`src/csv_field_splitter_core_assert.svh`:
```
// Assertion macros shared by the splitter modules.
`ifndef CSV_FIELD_SPLITTER_CORE_ASSERT_SVH
`define CSV_FIELD_SPLITTER_CORE_ASSERT_SVH

// Consequent must hold in the same cycle as the antecedent.
`define CSV_FS_ASSERT_NOW(lbl, clk, rst_n, ante, cons) \
	lbl: assert property (@(posedge clk) disable iff (!rst_n) (ante) |-> (cons)) \
		else $error("splitter assertion failed");

// Consequent must hold in the cycle after the antecedent.
`define CSV_FS_ASSERT_NEXT(lbl, clk, rst_n, ante, cons) \
	lbl: assert property (@(posedge clk) disable iff (!rst_n) (ante) |=> (cons)) \
		else $error("splitter assertion failed");

`endif

```
`src/csv_fs_pkg.sv`:
```
`timescale 1ns / 1ps

package csv_fs_pkg;

	localparam int WS_HOLD_DEPTH_DEF = 16;
	localparam int HOLD_DEPTH_MAX    = 256;
	localparam int HOLD_IDX_MAX_W    = 8;
	localparam int HOLD_CNT_MAX_W    = 9;
	localparam int QUEUE_DEPTH       = 4;

	localparam logic [7:0] QUOTE_CHAR  = 8'h22;
	localparam logic [7:0] SPACE_CHAR  = 8'h20;
	localparam logic [7:0] DELIM_RESET = 8'h2C;

	// Result phases of one command, emitted from the lowest bit up.
	localparam int PH_PRE   = 0;
	localparam int PH_FLUSH = 1;
	localparam int PH_BYTE  = 2;
	localparam int PH_MARK  = 3;
	localparam int PH_LINE  = 4;
	localparam int NUM_PH   = 5;

	typedef struct packed {
		logic                      hold_we;
		logic [HOLD_IDX_MAX_W-1:0] hold_idx;
		logic [7:0]                data;
		logic                      pre;
		logic [HOLD_CNT_MAX_W-1:0] flush_n;
		logic                      drop;
		logic                      emit_byte;
		logic                      mark;
		logic                      line;
		logic                      line_endf;
	} cmd_t;

	function automatic logic is_ws(input logic [7:0] c);
		return (c == SPACE_CHAR) || (c >= 8'h09 && c <= 8'h0D);
	endfunction

endpackage

```
`src/csv_fs_front.sv`:
```
`timescale 1ns / 1ps

module csv_fs_front #(
	parameter int WS_HOLD_DEPTH = csv_fs_pkg::WS_HOLD_DEPTH_DEF
) (
	input  logic              clk,
	input  logic              arst_n,
	input  logic              in_valid,
	output logic              in_ready,
	input  logic [7:0]        in_byte,
	input  logic              byte_present,
	input  logic              line_last,
	input  logic [7:0]        delimiter,
	input  logic              q_full,
	output logic              push,
	output csv_fs_pkg::cmd_t  cmd
);

	localparam int CNT_W = $clog2(WS_HOLD_DEPTH + 1);
	localparam int IDX_W = (WS_HOLD_DEPTH > 1) ? $clog2(WS_HOLD_DEPTH) : 1;

	logic             quoting_q, qseen_q, started_q, ovf_q;
	logic [CNT_W-1:0] hcnt_q;

	logic             quoting_d, qseen_d, started_d, ovf_d;
	logic [CNT_W-1:0] hcnt_d;
	logic             accept, tok_mode, handled, any_res;
	csv_fs_pkg::cmd_t cmd_c;

	assign in_ready = !q_full;
	assign accept   = in_valid && in_ready;
	assign tok_mode = (delimiter == csv_fs_pkg::SPACE_CHAR);

	always_comb begin
		quoting_d = quoting_q;
		qseen_d   = qseen_q;
		started_d = started_q;
		ovf_d     = ovf_q;
		hcnt_d    = hcnt_q;
		handled   = 1'b0;
		cmd_c     = '0;
		cmd_c.data = in_byte;

		if (byte_present) begin
			if (tok_mode) begin
				if (csv_fs_pkg::is_ws(in_byte)) begin
					// The separator is kept so a later field end can be emitted.
					if (started_q && hcnt_q == '0) begin
						cmd_c.hold_we  = 1'b1;
						cmd_c.hold_idx = '0;
						hcnt_d         = CNT_W'(1);
					end
				end else begin
					cmd_c.pre       = started_q && (hcnt_q != '0);
					cmd_c.emit_byte = 1'b1;
					started_d       = 1'b1;
					hcnt_d          = '0;
					ovf_d           = 1'b0;
				end
			end else begin
				if (qseen_q) begin
					qseen_d = 1'b0;
					if (in_byte != csv_fs_pkg::QUOTE_CHAR) begin
						quoting_d = 1'b0;
					end
				end
				// A doubled quote inside quotes falls through as content.
				if (!(qseen_q && in_byte == csv_fs_pkg::QUOTE_CHAR)) begin
					if (in_byte == csv_fs_pkg::QUOTE_CHAR) begin
						handled = 1'b1;
						if (quoting_d) begin
							qseen_d = 1'b1;
						end else begin
							quoting_d = 1'b1;
						end
					end else if (in_byte == delimiter && !quoting_d) begin
						handled    = 1'b1;
						cmd_c.mark = 1'b1;
						started_d  = 1'b0;
						hcnt_d     = '0;
						ovf_d      = 1'b0;
					end
				end
				if (!handled) begin
					if (csv_fs_pkg::is_ws(in_byte)) begin
						if (started_q) begin
							if (hcnt_q < CNT_W'(WS_HOLD_DEPTH)) begin
								cmd_c.hold_we  = 1'b1;
								cmd_c.hold_idx = csv_fs_pkg::HOLD_IDX_MAX_W'(hcnt_q[IDX_W-1:0]);
								hcnt_d         = hcnt_q + 1'b1;
							end else begin
								ovf_d = 1'b1;
							end
						end
					end else begin
						cmd_c.flush_n   = csv_fs_pkg::HOLD_CNT_MAX_W'(hcnt_q);
						cmd_c.drop      = ovf_q;
						cmd_c.emit_byte = 1'b1;
						started_d       = 1'b1;
						hcnt_d          = '0;
						ovf_d           = 1'b0;
					end
				end
			end
		end

		if (line_last) begin
			// Held bytes die with the line, so no write is needed.
			cmd_c.hold_we   = 1'b0;
			cmd_c.line      = 1'b1;
			cmd_c.line_endf = tok_mode ? started_d : 1'b1;
			quoting_d       = 1'b0;
			qseen_d         = 1'b0;
			started_d       = 1'b0;
			hcnt_d          = '0;
			ovf_d           = 1'b0;
		end
	end

	assign any_res = cmd_c.pre || cmd_c.emit_byte || cmd_c.mark || cmd_c.line;
	assign push    = accept && (cmd_c.hold_we || any_res);
	assign cmd     = cmd_c;

	always_ff @(posedge clk or negedge arst_n) begin
		if (!arst_n) begin
			quoting_q <= 1'b0;
			qseen_q   <= 1'b0;
			started_q <= 1'b0;
			ovf_q     <= 1'b0;
			hcnt_q    <= '0;
		end else if (accept) begin
			quoting_q <= quoting_d;
			qseen_q   <= qseen_d;
			started_q <= started_d;
			ovf_q     <= ovf_d;
			hcnt_q    <= hcnt_d;
		end
	end

endmodule

```
`src/csv_fs_queue.sv`:
```
`timescale 1ns / 1ps

`include "csv_field_splitter_core_assert.svh"

module csv_fs_queue (
	input  logic             clk,
	input  logic             arst_n,
	input  logic             push,
	input  csv_fs_pkg::cmd_t push_cmd,
	input  logic             pop,
	output logic             full,
	output logic             head_valid,
	output csv_fs_pkg::cmd_t head_cmd
);

	localparam int DEPTH = csv_fs_pkg::QUEUE_DEPTH;
	localparam int PTR_W = $clog2(DEPTH);
	localparam int CNT_W = $clog2(DEPTH + 1);

	csv_fs_pkg::cmd_t   slot_q [DEPTH];
	logic [PTR_W-1:0]   wr_ptr_q, rd_ptr_q;
	logic [CNT_W-1:0]   count_q;

	assign full       = (count_q == CNT_W'(DEPTH));
	assign head_valid = (count_q != '0);
	assign head_cmd   = slot_q[rd_ptr_q];

	always_ff @(posedge clk) begin
		if (push) begin
			slot_q[wr_ptr_q] <= push_cmd;
		end
	end

	always_ff @(posedge clk or negedge arst_n) begin
		if (!arst_n) begin
			wr_ptr_q <= '0;
			rd_ptr_q <= '0;
			count_q  <= '0;
		end else begin
			if (push) begin
				wr_ptr_q <= wr_ptr_q + 1'b1;
			end
			if (pop) begin
				rd_ptr_q <= rd_ptr_q + 1'b1;
			end
			case ({push, pop})
				2'b10:   count_q <= count_q + 1'b1;
				2'b01:   count_q <= count_q - 1'b1;
				default: count_q <= count_q;
			endcase
		end
	end

	`CSV_FS_ASSERT_NOW(a_no_push_full, clk, arst_n, push, !full)
	`CSV_FS_ASSERT_NOW(a_no_pop_empty, clk, arst_n, pop, head_valid)
	`CSV_FS_ASSERT_NEXT(a_fills_up, clk, arst_n, push && !pop && count_q == CNT_W'(DEPTH - 1), full)

endmodule

```
`src/csv_fs_back.sv`:
```
`timescale 1ns / 1ps

`include "csv_field_splitter_core_assert.svh"

module csv_fs_back #(
	parameter int WS_HOLD_DEPTH = csv_fs_pkg::WS_HOLD_DEPTH_DEF
) (
	input  logic             clk,
	input  logic             arst_n,
	input  logic             head_valid,
	input  csv_fs_pkg::cmd_t head_cmd,
	output logic             pop,
	output logic             m_tvalid,
	input  logic             m_tready,
	output logic [7:0]       m_tdata,  // [7:0] out_byte
	output logic [3:0]       m_tuser,  // [0] has_byte, [1] ends_field, [2] ends_line,
	                                   // [3] ws_dropped
	output logic             m_tlast   // last_of_run
);

	localparam int CNT_W = $clog2(WS_HOLD_DEPTH + 1);
	localparam int IDX_W = (WS_HOLD_DEPTH > 1) ? $clog2(WS_HOLD_DEPTH) : 1;
	localparam int NPH   = csv_fs_pkg::NUM_PH;

	logic [7:0]       hold_mem [WS_HOLD_DEPTH];
	logic [7:0]       rd_q;

	logic             loaded_q;
	logic [NPH-1:0]   pend_q;
	logic [IDX_W-1:0] idx_q;

	logic             valid_s2, has_s2, mem_s2, endf_s2, endl_s2, drop_s2, last_s2;
	logic [7:0]       byte_s2;

	logic             is_hold, can_adv, emit, last_flush, last_res;
	logic [NPH-1:0]   head_pend, eff_pend, cur, new_pend;
	logic [IDX_W-1:0] eff_idx;
	logic [CNT_W-1:0] flush_n, idx_ext;

	assign flush_n   = head_cmd.flush_n[CNT_W-1:0];
	assign head_pend = {head_cmd.line, head_cmd.mark, head_cmd.emit_byte,
		(flush_n != '0), head_cmd.pre};
	assign eff_pend  = loaded_q ? pend_q : head_pend;
	assign eff_idx   = loaded_q ? idx_q : '0;
	assign idx_ext   = CNT_W'(eff_idx);
	assign cur       = eff_pend & (~eff_pend + 1'b1);

	assign is_hold = head_valid && head_cmd.hold_we;
	assign can_adv = !valid_s2 || m_tready;
	assign emit    = head_valid && !head_cmd.hold_we && can_adv;

	// The flush phase stays pending until its last held byte has been read.
	assign last_flush = ((idx_ext + 1'b1) == flush_n);
	always_comb begin
		new_pend = eff_pend & ~cur;
		if (cur[csv_fs_pkg::PH_FLUSH] && !last_flush) begin
			new_pend[csv_fs_pkg::PH_FLUSH] = 1'b1;
		end
	end
	assign last_res = (new_pend == '0);
	assign pop      = is_hold || (emit && last_res);

	always_ff @(posedge clk) begin
		if (is_hold) begin
			hold_mem[head_cmd.hold_idx[IDX_W-1:0]] <= head_cmd.data;
		end
		if (emit && cur[csv_fs_pkg::PH_FLUSH]) begin
			rd_q <= hold_mem[eff_idx];
		end
	end

	always_ff @(posedge clk or negedge arst_n) begin
		if (!arst_n) begin
			loaded_q <= 1'b0;
			pend_q   <= '0;
			idx_q    <= '0;
		end else if (emit) begin
			loaded_q <= !last_res;
			pend_q   <= new_pend;
			if (cur[csv_fs_pkg::PH_FLUSH] && !last_flush) begin
				idx_q <= eff_idx + 1'b1;
			end else begin
				idx_q <= '0;
			end
		end
	end

	always_ff @(posedge clk or negedge arst_n) begin
		if (!arst_n) begin
			valid_s2 <= 1'b0;
		end else if (can_adv) begin
			valid_s2 <= emit;
		end
	end

	always_ff @(posedge clk) begin
		if (emit) begin
			has_s2  <= cur[csv_fs_pkg::PH_FLUSH] || cur[csv_fs_pkg::PH_BYTE];
			mem_s2  <= cur[csv_fs_pkg::PH_FLUSH];
			byte_s2 <= head_cmd.data;
			endf_s2 <= cur[csv_fs_pkg::PH_PRE] || cur[csv_fs_pkg::PH_MARK] ||
				(cur[csv_fs_pkg::PH_LINE] && head_cmd.line_endf);
			endl_s2 <= cur[csv_fs_pkg::PH_LINE];
			drop_s2 <= (cur[csv_fs_pkg::PH_FLUSH] || cur[csv_fs_pkg::PH_BYTE]) && head_cmd.drop;
			last_s2 <= last_res;
		end
	end

	assign m_tvalid = valid_s2;
	assign m_tdata  = has_s2 ? (mem_s2 ? rd_q : byte_s2) : 8'h00;
	assign m_tuser  = {drop_s2, endl_s2, endf_s2, has_s2};
	assign m_tlast  = last_s2;

	`CSV_FS_ASSERT_NOW(a_one_phase, clk, arst_n, emit, $onehot(cur))
	`CSV_FS_ASSERT_NOW(a_partial_at_head, clk, arst_n, loaded_q, head_valid && !head_cmd.hold_we)
	`CSV_FS_ASSERT_NEXT(a_last_clears, clk, arst_n, emit && last_res, !loaded_q)

endmodule

```
`src/csv_field_splitter_core.sv`:
```
`timescale 1ns / 1ps

// Field splitter for text lines. Bytes of a line enter on the s_ channel one
// word at a time; s_tuser flags a present byte and s_tlast marks the line end.
// Each field byte, field end and line end leaves on the m_ channel as one word;
// m_tlast marks the last word caused by one input word.
// The user must write the delimiter on the cfg_ channel only while the block
// is idle; the block does not enforce it. The value 0x20 selects whitespace
// token mode, where quotes are ordinary bytes. The front classifies one input
// word per cycle while the queue has room, queuing a command if needed. The
// back emits one output word per cycle while the receiver is ready. In
// delimiter mode, trailing whitespace held in the hold memory (one read
// port) is flushed one byte a cycle ahead of the next content byte, up to
// WS_HOLD_DEPTH + 2 words. Words go from the queue via the output register.
// If the receiver stalls, the output register holds its word, the queue of
// four commands fills, and s_tready drops once it is full.
// Reset clears the line state, empties the queue and sets the delimiter to
// a comma; the hold memory needs no clearing.
module csv_field_splitter_core #(
	parameter int WS_HOLD_DEPTH = csv_fs_pkg::WS_HOLD_DEPTH_DEF
) (
	input  logic       clk,
	input  logic       arst_n,
	input  logic       s_tvalid,
	output logic       s_tready,
	input  logic [7:0] s_tdata,   // [7:0] in_byte
	input  logic       s_tuser,   // [0] byte_present
	input  logic       s_tlast,   // line_last
	output logic       m_tvalid,
	input  logic       m_tready,
	output logic [7:0] m_tdata,   // [7:0] out_byte
	output logic [3:0] m_tuser,   // [0] has_byte, [1] ends_field, [2] ends_line,
	                              // [3] ws_dropped
	output logic       m_tlast,   // last_of_run
	input  logic       cfg_valid,
	output logic       cfg_ready,
	input  logic [7:0] cfg_data   // [7:0] field_delimiter
);

	logic [7:0]       delim_q;
	logic             push, pop, full, head_valid;
	csv_fs_pkg::cmd_t push_cmd, head_cmd;

	assign cfg_ready = 1'b1;

	always_ff @(posedge clk or negedge arst_n) begin
		if (!arst_n) begin
			delim_q <= csv_fs_pkg::DELIM_RESET;
		end else if (cfg_valid && cfg_ready) begin
			delim_q <= cfg_data;
		end
	end

	csv_fs_front #(
		.WS_HOLD_DEPTH(WS_HOLD_DEPTH)
	) u_front (
		.clk          (clk),
		.arst_n       (arst_n),
		.in_valid     (s_tvalid),
		.in_ready     (s_tready),
		.in_byte      (s_tdata),
		.byte_present (s_tuser),
		.line_last    (s_tlast),
		.delimiter    (delim_q),
		.q_full       (full),
		.push         (push),
		.cmd          (push_cmd)
	);

	csv_fs_queue u_queue (
		.clk        (clk),
		.arst_n     (arst_n),
		.push       (push),
		.push_cmd   (push_cmd),
		.pop        (pop),
		.full       (full),
		.head_valid (head_valid),
		.head_cmd   (head_cmd)
	);

	csv_fs_back #(
		.WS_HOLD_DEPTH(WS_HOLD_DEPTH)
	) u_back (
		.clk        (clk),
		.arst_n     (arst_n),
		.head_valid (head_valid),
		.head_cmd   (head_cmd),
		.pop        (pop),
		.m_tvalid   (m_tvalid),
		.m_tready   (m_tready),
		.m_tdata    (m_tdata),
		.m_tuser    (m_tuser),
		.m_tlast    (m_tlast)
	);

endmodule
```
`config.mk`:
```
export PLATFORM = sky130hd
export DESIGN_NAME = csv_field_splitter_core
export DESIGN_NICKNAME = d
export VERILOG_FILES = /design/src/csv_fs_pkg.sv /design/src/csv_fs_front.sv /design/src/csv_fs_queue.sv /design/src/csv_fs_back.sv /design/src/csv_field_splitter_core.sv
export VERILOG_INCLUDE_DIRS = /design/src /design/src/src
export SDC_FILE = /design/constraint.sdc
export NUM_CORES = 1
export LEC_CHECK = 0
export BUFFER_PORTS_ARGS = -buffer_cell sky130_fd_sc_hd__buf_4
export CORE_UTILIZATION = 40
export DETAILED_ROUTE_END_ITERATION = 12
export PLACE_DENSITY_LB_ADDON = 0.05
export SLEW_MARGIN = 20
export SYNTH_ARGS = -nofsm -noshare
export SYNTH_HDL_FRONTEND = slang
export SYNTH_HIERARCHICAL = 1
export SYNTH_SLANG_ARGS = --single-unit
```
`constraint.sdc`:
```
create_clock -name clk -period 5.2 [get_ports clk]
set_input_delay 0 -clock clk [delete_from_list [all_inputs] [get_ports clk]]
set_output_delay 0 -clock clk [all_outputs]
set_load 0.05 [all_outputs]
```
Word level (Yosys, flattened, before mapping). Memories as Yosys holds them, arrays and structs flattened. A register that Yosys moved wholly into a read port is not among the register bits. Index checks and enable logic that the tools add are counted.

Input bits: 23. Output and inout bits: 16. Register bits after elaboration: 49. Memories kept: 2. RAM bits: 256.

$lt $le $gt $ge: 3. Reduce and logical (&&, ||, !) cells: 41. $add $sub $neg: 8. Bitwise operators: 4. Eq/ne operators: 12. Multiplexer cells: 85.

Memory list: u_back.hold_mem (depth 16, width 8, rd ports 1, clocked after Yosys merged registers in 1, wr ports 1, line csv_fs_back.sv:25) `logic [7:0] hold_mem [WS_HOLD_DEPTH];`; u_queue.slot_q (depth 4, width 32, rd ports 1, clocked after Yosys merged registers in 0, wr ports 1, line csv_fs_queue.sv:20) `csv_fs_pkg::cmd_t slot_q [DEPTH];`.

Operator list (number): $mux W9 (8); $mux W5 (13); $mux W1 (54); $eq A8 B6 Y1 const B (3); $mux W8 (2); $logic_and A1 B1 Y1 (15); $mux W13 (1); $mux W11 (1); $add A5 B1 Y5 const B (2); $and A5 B5 Y5 (2); $logic_not A5 Y1 (2); $logic_or A1 B1 Y1 (10); $mux W10 (1); $not A5 Y5 (2); $reduce_bool A5 Y1 (2); $reduce_and A3 Y1 (3); $eq A8 B8 Y1 (1); $ge A8 B4 Y1 const B (1); $le A8 B4 Y1 const B (1); $mux W4 (2); $ne A8 B6 Y1 const B (1); $mux W7 (1); $logic_not A1 Y1 (6); $pmux W3 S2 (1); other kinds (16) (18).

Logic depth before layout (Yosys ltp).
Depth in word-level cells: 22. Mapped depth: 17.

Modules after synthesis. Netlist, hierarchy kept.

By module, submodules not included: csv_fs_back (seq. area each 4754.6 sq um, times used 1, cells an instance 451, area each 6712.7 sq um); csv_fs_queue (seq. area each 4018.9 sq um, times used 1, cells an instance 204, area each 5066.1 sq um); csv_fs_front (seq. area each 225.2 sq um, times used 1, cells an instance 152, area each 1207.4 sq um); csv_field_splitter_core (seq. area each 203.9 sq um, times used 1, cells an instance 19, area each 346.6 sq um).

Least setup slack after synthesis. Ideal clock, no wire load.

Kind: register to register. From: register u_back.idx_q[1]. To: register u_queue.count_q[2]. Stages on the path, launching flop included: 18. Data required time: 5.121 ns. Library setup time: 0.079 ns. Data arrival time: 3.617 ns. Path buffers: 4. Path slack: 1.504 ns. Cell sequence: dfrtp_1 -> clkbuf_1 -> buf_2 -> buf_2 -> buf_1 -> and2_1 -> ha_1 -> nand4_1 -> xor2_1 -> nand4_1 -> o31ai_1 -> a41o_1 -> ha_1 -> inv_1 -> fa_1 -> xor2_1 -> nor2_1 -> xor2_1.

Longest elaborated chain between the ends: 11. Elaborated cells between the ends (all ways): 13. Classes of those cells: 1 x add/sub; 3 x eq/ne; 3 x mux; 6 x reduce/logical.

Ends and longest elaborated chain: start, declared (line csv_fs_back.sv:30) `logic [IDX_W-1:0] idx_q;`; start signal, assigned (line csv_fs_back.sv:81) `idx_q <= eff_idx + 1'b1;`; $mux W4 (*) (line csv_fs_back.sv:44) `assign eff_idx = loaded_q ? idx_q : '0;`; $add A4 B1 Y5 (*) (line csv_fs_back.sv:53) `assign last_flush = ((idx_ext + 1'b1) == flush_n);`; $eq A5 B5 Y1 (*) (line csv_fs_back.sv:53); $logic_not A1 Y1 (*) (line csv_fs_back.sv:56) `if (cur[csv_fs_pkg::PH_FLUSH] && !last_flush) begin`; $logic_and A1 B1 Y1 (*) (line csv_fs_back.sv:56); $mux W1 (*) (line csv_fs_back.sv:56); $logic_not A5 Y1 (*) (line csv_fs_back.sv:60) `assign last_res = (new_pend == '0);`; $logic_and A1 B1 Y1 (*) (line csv_fs_back.sv:61) `assign pop = is_hold || (emit && last_res);`; $logic_or A1 B1 Y1 (*) (line csv_fs_back.sv:61); via pop (line csv_field_splitter_core.sv:41) `logic push, pop, full, head_valid;`; $eq A2 B1 Y1 or $eq A2 B2 Y1 (tied branches) (line csv_fs_queue.sv:46) `case ({push, pop})`; $pmux W3 S2 or $reduce_bool A2 Y1 (tied branches); end signal, assigned (line csv_fs_queue.sv:47) `2'b10: count_q <= count_q + 1'b1;`; end signal, assigned (line csv_fs_queue.sv:48) `2'b01: count_q <= count_q - 1'b1;`; end signal, assigned (line csv_fs_queue.sv:49) `default: count_q <= count_q;`; end, declared (line csv_fs_queue.sv:22) `logic [CNT_W-1:0] count_q;`.

Mark *: on every way through the listed nets, which the timed path passes. The rest lies on a longest branch. A chain may end at the register's enable or synchronous reset.

==> flow_summary_export.csv <==
group,metric,value,unit
critical_path,worstSetupPathType,"flip-flop to flip-flop",
clock_network,cts-root-buf,"clkbuf_16",
timing,finalHoldViolations,0,
global_route,gr-usage-all-layers,0.184,
clock_network,cts_buffers,30,
cells_and_area,syn_to_final_growth,15.5,%
detailed_routing,ant_nets,0,
yosys,syn_inst,777,
critical_path,worstPathArrival,4.40,ns
timing,finalSetupViolations,0,
detailed_routing,drt-total-wl,27.5,mm
cells_and_area,postLayoutCellArea,14000,sq um
floorplan,fp.dieH,176,um
placed_design,portBuffers,37,
clock_network,cts_resized,0,
timing,timing.fmax,255,MHz
timing,fin_crit,3.93,ns
timing,rsz0062_at_grt,"false",
timing,holdWs,0.0486,ns
placed_design,dp_hpwl,17.8,mm
yosys,yosysWarnings,6,
global_route,grt_pass1_wl,42.9,mm
clock_network,cts_tree,"done",
critical_path,crit_path_max_incr_delay,0.56,ns
floorplan,design.die.area,31000,sq um
power_and_ir_drop,power-per-cell-area,594,nW/um^2
global_route,grt_pass1_vias,7170,
cells_and_area,drive_above_1_share,0.204,
critical_path,cp-start-kind,"flip-flop",
cells_and_area,fill_cells,2546,
clock_network,htree_levels,1,
critical_path,path_cells,"buf_4 -> mux4_2 -> or3_1 -> o31a_2 -> o41ai_1 -> a21o_1 -> a41o_1 -> ha_1 -> inv_1 -> fa_1 -> xor2_1 -> nor2_1 -> xor2_1",
global_route,grt_max_degree,53,
detailed_routing,viasPerCell,5.46,
status,outcome,"completed",
yosys,syn-cell-area,12100,sq um
yosys,avgSynthCellArea,15.6,sq um
cells_and_area,fin_nets,870,
critical_path,cp_max_fo,15,
timing,drv_slew,0,
detailed_routing,vias,6842,
floorplan,fp-row-count,63,
timing,fin_skew,0.0114,ns
run,maxCapViolCount,0,
detailed_routing,drc,0,
min_path,hp-class,"input pin to async pin",
power_and_ir_drop,vdd_ir_drop_max,0.000278,V
yosys,syn_nets,809,
global_route,gr-total-overflow,0,
floorplan,die_w,176,um
floorplan,start_util,0.408,
critical_path,required,5.67,ns
timing,tightest_slew,0.989,ns
floorplan,coreArea,29700,sq um
placed_design,place_congestion,0.814,
detailed_routing,avgRoutedWirePerCell,21.9,um
floorplan,pin_count,39,
critical_path,cpMaxStageDelayCell,"mux4_2",
detailed_routing,drtPass1Iterations,4,
timing,relSlewSlack,0.331,
critical_path,critPathCaptureType,"flip-flop",
critical_path,rrSetupSlack,1.27,ns
cells_and_area,antenna_cells,0,
clock_network,clock_latency,0.55,ns
clock_network,clockBufferDepth,3,
placed_design,place_area,12700,sq um
clock_network,path_clk_slew,0.06,ns
detailed_routing,drt_iter0_drc,465,
clock_network,clock_sinks,280,
timing,final.period_utilization,0.755,
power_and_ir_drop,finalPower,8.32,mW
timing,timing.setup.tns,0,ns
critical_path,critPathMostFrequentCell,"xor2_1",
global_route,antenna_found_initial,0,
power_and_ir_drop,p_leak,4.89,nW
## critical path: cells and delay by family, from the launching register on
family / cells / cell delay [ns]
adders and majority gates: 2 / 0.58
muxes: 1 / 0.56
xor gates and xnor gates: 2 / 0.32
DFF: 1 / 0.38
buffers and inverters: 2 / 0.39
and+or+nand+nor: 2 / 0.64
AOI/OAI and AO/OA: 4 / 0.97
## layout by cell type, fill, tap and decap left out, types with 22 or more instances in the layout
cell type,count
dlygate4sd3_1,30
mux4_2,22
mux2i_1,27
nor2_1,32
clkbuf_16,31
a21oi_1,30
o21ai_0,34
dfrtp_1,31
nand2_1,36
edfxtp_1,246
buf_4,51
## flip-flops by register name, indices dropped and copies added (netlist names), 2 cells and up
signal / flops
u_queue/rd_ptr_q: 2
u_queue/wr_ptr_q: 2
u_queue/count_q: 3
u_back/pend_q: 4
u_back/idx_q: 4
u_front/hcnt_q: 5
u_back/byte_s2: 8
delim_q: 8
u_queue/slot_q: 96
u_back/hold_mem: 128
u_back/rd_q: 8
## through the flow
step / utilization / setup WS [ns] / instances
4_1_cts: 0.470 / 1.23 / 1252
6_report: 0.471 / 1.27 / 1252
2_1_floorplan: - / 1.50 / 777
5_1_grt: 0.471 / 0.983 / 1252
3_5_place_dp: 0.426 / 1.25 / 1165
3_3_place_gp: 0.426 / 1.31 / 1165
## what timing repair did
item / in CTS / in global routing
endpoints found under the hold margin: 94 / 0
hold buffers: 31 / 0
setup buffers: 0 / 0
## final timing paths
path / startpoint / to / depth (start not counted)
max in group asynchronous: arst_n / delim_q[7] / 3
setup reg to reg: u_queue/rd_ptr_q[0] / u_queue/count_q[2] / 13
hold / removal: arst_n / delim_q[3] / 2
min in group clk: s_tdata[0] / u_queue/slot_q[0][15] / 2
hold reg to reg: u_queue/count_q[2] / u_queue/count_q[2] / 1
setup / recovery: u_queue/rd_ptr_q[0] / u_queue/count_q[2] / 13
## final cells by class
class	count	area, sq um	area share
clock buffers	46	922	0.0659
clock inverters	10	78.8	0.00563
inverters	17	63.8	0.00456
multi-input cells	427	3500	0.250
flip-flops and latches	280	8240	0.589
well taps	390	488	0.0349
repair buffers	82	703	0.0503
## power by group
part | switching [mW] | internal, mW
registers | 0.205 | 3.11
clock network | 0.836 | 1.26
logic | 1.90 | 1.00
total | 2.94 | 5.38
## routing by layer
layer / vias to the layer above / wire length [um] / GRT usage
met5: - / 0 / 0
met4: 0 / 554 / 0.0475
met3: 39 / 1100 / 0.0284
met2: 147 / 13500 / 0.310
met1: 3484 / 12300 / 0.250
li1: 3172 / - / -
Power figures use the tool's default switching activity.
